===== config.mk =====
export PLATFORM = sky130hd
export DESIGN_NAME = swm_ctrl
export DESIGN_NICKNAME = d
export VERILOG_FILES = /design/src/swm_pkg.sv /design/src/swm_ctrl.sv
export SDC_FILE = /design/constraint.sdc
export NUM_CORES = 1
export LEC_CHECK = 0
export ABC_AREA = 1
export BUFFER_PORTS_ARGS = -buffer_cell sky130_fd_sc_hd__buf_4
export CAP_MARGIN = 20
export CORE_AREA = 2 2 39 41
export DETAILED_ROUTE_END_ITERATION = 10
export DIE_AREA = 0 0 41 43
export PLACE_DENSITY = 0.69
export SLEW_MARGIN = 30
export SYNTH_ARGS = -nofsm -noshare
export SYNTH_HDL_FRONTEND = slang
export SYNTH_SLANG_ARGS = --single-unit

===== constraint.sdc =====
create_clock -name clk -period 1.45 [get_ports clk]
set_input_delay 0 -clock clk [delete_from_list [all_inputs] [get_ports clk]]
set_output_delay 0 -clock clk [all_outputs]
set_load 0.03 [all_outputs]

===== src/swm_pkg.sv =====
package swm_pkg;

  localparam int WINDOW_MAX = 1024;
  localparam int SAMPLE_W   = 32;
  localparam int CFG_W      = 11;
  localparam int PTR_W      = $clog2(WINDOW_MAX);
  localparam int POS_MOD    = 2 * WINDOW_MAX;
  localparam int POS_W      = $clog2(POS_MOD);
  localparam int OCC_W      = $clog2(WINDOW_MAX + 1);
  localparam int ENTRY_W    = SAMPLE_W + POS_W;

  // controller -> datapath
  typedef struct packed {
    logic accept;    // latch the incoming request
    logic rd_en;     // issue a deque read
    logic rd_new;    // 1: read newest entry, 0: read oldest entry
    logic pop_old;   // drop the oldest entry
    logic pop_new;   // drop the newest entry
    logic append;    // push the latched sample
    logic load_out;  // move the head value into the output register
  } swm_cmd_t;

  // datapath -> controller
  typedef struct packed {
    logic occ_empty;
    logic occ_single;
    logic expired;   // oldest entry read back is out of the window
    logic smaller;   // newest entry read back is below the sample
    logic emit;      // this sample produces a result
    logic out_free;  // output register can take a value this cycle
  } swm_status_t;

endpackage


===== src/swm_ctrl.sv =====
module swm_ctrl (
  input  logic                 clk,
  input  logic                 rst_n,
  input  logic                 in_tvalid,
  output logic                 in_tready,
  input  swm_pkg::swm_status_t sts,
  output swm_pkg::swm_cmd_t    cmd
);
  import swm_pkg::*;

  typedef enum logic [4:0] {
    S_IDLE = 5'b00001,
    S_EXP  = 5'b00010,
    S_POP  = 5'b00100,
    S_APP  = 5'b01000,
    S_EMIT = 5'b10000
  } state_t;

  state_t state_r, state_nxt;

  always_ff @(posedge clk) begin
    if (!rst_n) begin
      state_r <= S_IDLE;
    end else begin
      state_r <= state_nxt;
    end
  end

  assign in_tready = (state_r == S_IDLE);

  always_comb begin
    state_nxt = state_r;
    cmd       = '0;
    unique case (state_r)
      S_IDLE: begin
        if (in_tvalid) begin
          cmd.accept = 1'b1;
          if (sts.occ_empty) begin
            state_nxt = S_APP;
          end else begin
            cmd.rd_en = 1'b1;
            state_nxt = S_EXP;
          end
        end
      end
      S_EXP: begin
        if (sts.expired) begin
          cmd.pop_old = 1'b1;
          if (sts.occ_single) begin
            state_nxt = S_APP;
          end else begin
            cmd.rd_en = 1'b1;
          end
        end else begin
          cmd.rd_en  = 1'b1;
          cmd.rd_new = 1'b1;
          state_nxt  = S_POP;
        end
      end
      S_POP: begin
        if (sts.smaller) begin
          cmd.pop_new = 1'b1;
          if (sts.occ_single) begin
            state_nxt = S_APP;
          end else begin
            cmd.rd_en  = 1'b1;
            cmd.rd_new = 1'b1;
          end
        end else begin
          state_nxt = S_APP;
        end
      end
      S_APP: begin
        cmd.append = 1'b1;
        if (sts.emit) begin
          cmd.rd_en = 1'b1;
          state_nxt = S_EMIT;
        end else begin
          state_nxt = S_IDLE;
        end
      end
      S_EMIT: begin
        if (sts.out_free) begin
          cmd.load_out = 1'b1;
          state_nxt    = S_IDLE;
        end
      end
      default: begin
        state_nxt = S_IDLE;
      end
    endcase
  end

endmodule


==> flow_summary.yaml, run 1 <==
hold_path:
  hold_class: "input port to flop"
die:
  die_h_um: 43
  core_area_um2: 1380
  dieArea_um2: 1760
  io_pins: 17
  num_rows: 14
  die_x_um: 41
  start_util: 0.320
synthesis:
  synth_cells: 73
  postSynthAreaPerCell_um2: 6.07
  synth_seq_area_share: 0.226
  netlist.area_leader.share: 0.226
  synth.distinct_cells: 16
  yosysTopAreaCell: "dfxtp_1"
  yosys-top-cells-area: "dfxtp_1 (23%), inv_1 (11%), nor2_1 (11%)"
  netlist_area_um2: 443
  ys_ff_latch: 5
  syn_nets: 82
  synth_warnings: 0
placed_design:
  place_ws_ns: 0.276
  dp_hpwl_um: 866
  io_buffers: 16
  gp_congestion: 0.751
clocking:
  cts-root-buf: "clkbuf_4"
  htree_levels: 1
  cts_buffer_depth: 2
  cts.reportedPaths.clkPinSlew_ns: 0.04
  worstSkewPairLatency_ns: 0.24
  cts_tree: "built"
  numCtsBuffers: 3
  clkSinkCount: 5
route:
  antenna_left: 0
  vias: 521
  wire_per_inst_um: 9.51
  wirelength_um: 1050
  drt_iter0_markers: 8
  first_pass_iters: 4
  drc: 0
  viasPerCell: 4.74
final_layout:
  drive_gt1_frac: 0.426
  final_cell_mix: "buf_4 (16), inv_1 (12), nand2_1 (12)"
  largest_reg_flops: 5
  final.fill_count: 149
  ff_latch_area_um2: 105
  antennaDiodeCount: 0
  top_register: "state_r"
  layout_commonest_cell: "buf_4"
  multi_input_area_um2: 293
  reg.largest.list: "state_r: 5 flops"
  area_delta_synth_final_pct: 43.5
  nNetsFinal: 104
grt:
  overflow: 0
  antenna_found_initial: 0
  grt_max_degree: 10
  first_global_vias: 426
  grt_pass1_wl_um: 1580
  track_usage: 0.136
pwr:
  powerDensity_nw_per_um2: 975
  vdd_drop_max_mv: 0.395
  p_leak_nw: 0.327
timing:
  period_share: 0.946
  setup_ws_ns: 0.0777
  worst_pin_slew_ns: 0.221
  max_clock_freq_mhz: 729
  hold_viol: 0
  slew_violations: 0
  whs_ns: 0.0166
  fin_skew_ns: 0.000835
  period_minus_slack_ns: 1.37
  relSlewSlack: 0.851
  setup_viol: 0
critical_path:
  cp_data_arrival_time_ns: 1.37
  path_class: "flop to primary output"
  worstPathMaxFanout: 7
  cp-start-kind: "flop"
  worst_ep_required_time_ns: 1.45
  end_kind: "primary output"
outcome:
  status: "completed"
job:
  cap_violations: 0
## metal layers
layer	wire length, µm	track usage	vias to the layer above
met5	0	0	-
met4	19	0.100	0
met3	86	0.0157	2
met2	517	0.206	17
met1	422	0.165	230
li1	-	-	272
## cell type report
type                       instances  share of cell area
tap                               16              0.0315
sequential                         5               0.165
timing repair buffer              17               0.207
multi-input combinational         52               0.461
clock buffer                       4              0.0413
inverter                          16              0.0945
## worst max-delay path, stage by stage, from the launching register on
cell	delay [ns]
dfxtp_2	0.35
inv_2	0.06
nand2_2	0.08
nor2_4	0.14
nand2_2	0.07
nor2_4	0.09
nand2_2	0.08
nand3_1	0.11
buf_6	0.14
## Yosys cell counts
| cell type | n |
|---|---|
| inv_1 | 13 |
| nor2_1 | 13 |
| nand2_1 | 12 |
| nand3_1 | 6 |
| nand4_1 | 6 |
| dfxtp_1 | 5 |
| inv_2 | 3 |
| nand2_2 | 3 |
| a21oi_1 | 2 |
| nor2_2 | 2 |
| nor2_4 | 2 |
| o21ai_0 | 2 |
| a21oi_2 | 1 |
| nand3_2 | 1 |
| nand3b_1 | 1 |
| nor4_4 | 1 |
## stage by stage
step | cells | utilization | power, mW | instance area [µm²] | TNS, ns
after floorplan | 73 | - | 0.354 | 443 | 0
after CTS | 109 | 0.440 | 0.598 | 609 | 0
after global routing | 110 | 0.459 | 0.660 | 636 | -0.000763
after global placement | 105 | 0.421 | 0.431 | 583 | 0
after detailed placement | 105 | 0.421 | 0.434 | 583 | 0
final | 110 | 0.459 | 0.620 | 636 | 0
## cell families after synthesis
group	count (synthesis)	share of synthesized area
compound gates	5	0.0650
buf+inv	16	0.136
simple gates	47	0.573
flops	5	0.226
## repair_timing
item	4_1_cts	5_1_grt
endpoints found under the setup margin	0	2
resized for setup	0	9
hold buffers	0	0
setup buffers	0	1
## power by group
part / switching [mW] / internal (mW) / total, mW / leakage, nW
combinational: 0.175 / 0.111 / 0.286 / 0.269
clock: 0.0555 / 0.104 / 0.159 / 0.0150
sequential: 0.0217 / 0.153 / 0.175 / 0.0427
## path summary, 6_finish.rpt
check                                              from                      end  slack, ns  depth (start not counted)
worst max-delay path            state_r[1]$_SDFFE_PN0P_                   cmd[5]       0.08                          8
worst min-delay path                              rst_n  state_r[0]$_SDFFE_PN1P_       0.02                          4
worst max register to register  state_r[3]$_SDFFE_PN0P_  state_r[1]$_SDFFE_PN0P_       0.32                          5
worst min register to register  state_r[1]$_SDFFE_PN0P_  state_r[2]$_SDFFE_PN0P_       0.62                          2
No activity file was read; power rests on OpenSTA's default activity.
==> run 2, diff against run 1 <==
--- a/config.mk
+++ b/config.mk
@@ -5,13 +5,14 @@
 export SDC_FILE = /design/constraint.sdc
 export NUM_CORES = 1
 export LEC_CHECK = 0
-export ABC_AREA = 1
 export BUFFER_PORTS_ARGS = -buffer_cell sky130_fd_sc_hd__buf_4
 export CAP_MARGIN = 20
 export CORE_AREA = 2 2 39 41
 export DETAILED_ROUTE_END_ITERATION = 10
 export DIE_AREA = 0 0 41 43
-export PLACE_DENSITY = 0.69
+export GPL_TIMING_DRIVEN = 0
+export PLACE_DENSITY = 0.64
+export SETUP_SLACK_MARGIN = 0.4
 export SLEW_MARGIN = 30
 export SYNTH_ARGS = -nofsm -noshare
 export SYNTH_HDL_FRONTEND = slang
==> flow_summary.yaml, run 2 <==
synthesis:
  synth_warnings: 0
  yosys-top-cells-area: "dfxtp_1 (26%), and4b_2 (5.9%), nor4b_1 (4.6%)"
  synth_edf_count: 0
  synth-xor-area-share: 0.0229
  syn_nets: 53
  ys_ff_latch: 5
  netlist_area_um2: 383
  synth.distinct_cells: 30
  yosysTopAreaCell: "dfxtp_1"
  synth-simple-area-share: 0.438
  synth_cells: 44
  synthTopCellsByCount: "dfxtp_1 (5), a21oi_1 (3), inv_1 (3), nor2_1 (3)"
  synth_compound_area_frac: 0.219
  synth_seq_area_share: 0.261
  synthFlopType: "dfxtp_1"
  synth_most_common_cell: "dfxtp_1"
  synth.area.mux_share: 0
  synthAdderAreaFrac: 0
  postSynthAreaPerCell_um2: 8.70
  netlist.area_leader.share: 0.261
  synth_top_family_by_area: "simple AND/OR/NAND/NOR gates"
  synthArstFlopShare: 0
final_layout:
  stdcell_area_um2: 821
  final_cell_mix: "buf_4 (16), buf_6 (13), clkbuf_4 (3), dfxtp_2 (3)"
  area_delta_synth_final_pct: 114
  drive_gt1_frac: 0.789
  top_register: "state_r"
  nNetsFinal: 86
  antennaDiodeCount: 0
  layout_commonest_cell: "buf_4"
  utilization: 0.593
  reg.largest.list: "state_r: 5 flops"
  largest_reg_flops: 5
timing:
  relSlewSlack: 0.814
  rsz0062_at_grt: "yes"
  setup_ws_ns: -0.366
  period_minus_slack_ns: 1.82
  period_share: 1.25
  hold_viol: 0
  setup_viol: 10
  max_clock_freq_mhz: 551
  worst_pin_slew_ns: 0.279
  slew_violations: 0
  fin_skew_ns: 0.00174
  whs_ns: 0.00494
  finalSetupTns_ns: -1.62
grt:
  track_usage: 0.163
  first_global_vias: 455
  antenna_found_initial: 0
  grt_pass1_wl_um: 1940
  overflow: 0
  grt_max_degree: 9
route:
  drt_iter0_markers: 4
  viasPerCell: 5.36
  first_pass_iters: 3
  vias: 493
  antenna_left: 0
  drc: 0
  wire_per_inst_um: 15.1
  wirelength_um: 1390
critical_path:
  path_class: "flop to primary output"
  cp_data_arrival_time_ns: 1.82
  r2r_slack_ns: -0.28
  cp-start-kind: "flop"
  worstPathMaxFanout: 3
  reg2reg_from: "state_r[2]$_SDFFE_PN0P_"
  regToRegEndpoint: "state_r[2]$_SDFFE_PN0P_"
  critPathLaunch: "state_r[2]$_SDFFE_PN0P_"
  worst_ep_required_time_ns: 1.45
  rr_worst_depth: 7
  end_kind: "primary output"
pwr:
  p_sw_frac: 0.393
  powerDensity_nw_per_um2: 1090
  power_frac_seq: 0.231
  vdd_drop_max_mv: 0.691
  p_int_uw: 542
  p_leak_nw: 0.350
  p_switching_uw: 351
  comb_power_share: 0.578
  p_clk_frac: 0.192
  power.total_uw: 893
clocking:
  cts_tree: "built"
  htree_levels: 1
  worstSkewPairLatency_ns: 0.25
  cts_buffer_depth: 2
  clkSinkCount: 5
  numCtsBuffers: 3
  cts-root-buf: "clkbuf_4"
  cts.reportedPaths.clkPinSlew_ns: 0.04
outcome:
  failed_checks: "negative setup slack"
  status: "complete, but fails checks"
hold_path:
  hp-start: "rst_n"
  whs_path_depth: 2
  hold_class: "input port to flop"
  hold-path-endpoint: "state_r[2]$_SDFFE_PN0P_"
die:
  io_pins: 17
  dieArea_um2: 1760
  core_area_um2: 1380
  die_x_um: 41
  start_util: 0.277
  num_rows: 14
  die_h_um: 43
placed_design:
  io_buffers: 16
  post_dp_cell_area_um2: 554
  gp_congestion: 0.703
  dp_hpwl_um: 749
job:
  cap_violations: 0
[run 2: changes by cell type after synthesis, sizes merged, moves of 3 or more]
cell / delta
inv: -13
nand3: -7
nor2: -14
nand4: -6
nand2: -13
or3: +3
[run 2: kinds of logic (layout without fill, tap and decap cells)]
kind of cell	count (synthesis)	count (layout)
AOI/OAI and AO/OA	11	11
xor gates and xnor gates	1	1
buffers and inverters	4	36
DFF	5	5
and+or+nand+nor	23	23
[run 2: power by group through the flow]
stage	Combinational [mW]	Sequential (mW)	Clock, mW
final	0.516	0.206	0.171
after global routing	0.552	0.209	0.177
after CTS	0.435	0.207	0.171
after detailed placement	0.309	0.195	0
after global placement	0.306	0.195	0
after floorplan	0.218	0.186	0
[run 2: how the worst max path moves through the flow]
stage,endpoint,depth (start not counted)
floorplan,state_r[2]$_SDFFE_PN0P_,5
global placement,cmd[5],6
detailed placement,cmd[5],6
CTS,cmd[5],6
global route,cmd[5],6
finish,cmd[5],6
[run 2: critical path, stage by stage, from the launching register on]
cell       delay, ns
dfxtp_2         0.31
buf_6           0.11
or3_4           0.33
or3b_4          0.42
a2bb2oi_4       0.18
o2111ai_4       0.07
buf_6           0.16
[run 2: cell type report]
class                   count  area (µm²)
fillers                   119         563
inverters                   3        11.3
clock buffers               4        26.3
well taps                  16        20.0
multi-input cells          35         385
plain buffers               1        11.3
repair buffers             28         255
flip-flops and latches      5         111
[run 2: what timing repair did]
item,in CTS,in global routing
gates resized for setup,22,14
setup buffers,6,6
endpoints found under the setup margin,13,13
hold buffers,0,0
pin swaps,6,7
cloned,0,0
[run 2: per-layer routing]
metal	part of all wire	vias to the layer above	track usage
met5	0	-	0
met4	0.035	0	0.100
met3	0.048	5	0.0314
met2	0.54	18	0.259
met1	0.38	236	0.187
li1	-	234	-
[run 2: metrics by stage]
step | setup WS [ns] | std cells
after floorplan | -0.0922 | 44
after global placement | -0.224 | 76
after detailed placement | -0.237 | 76
after CTS | -0.453 | 86
after global routing | -0.399 | 92
final | -0.366 | 92
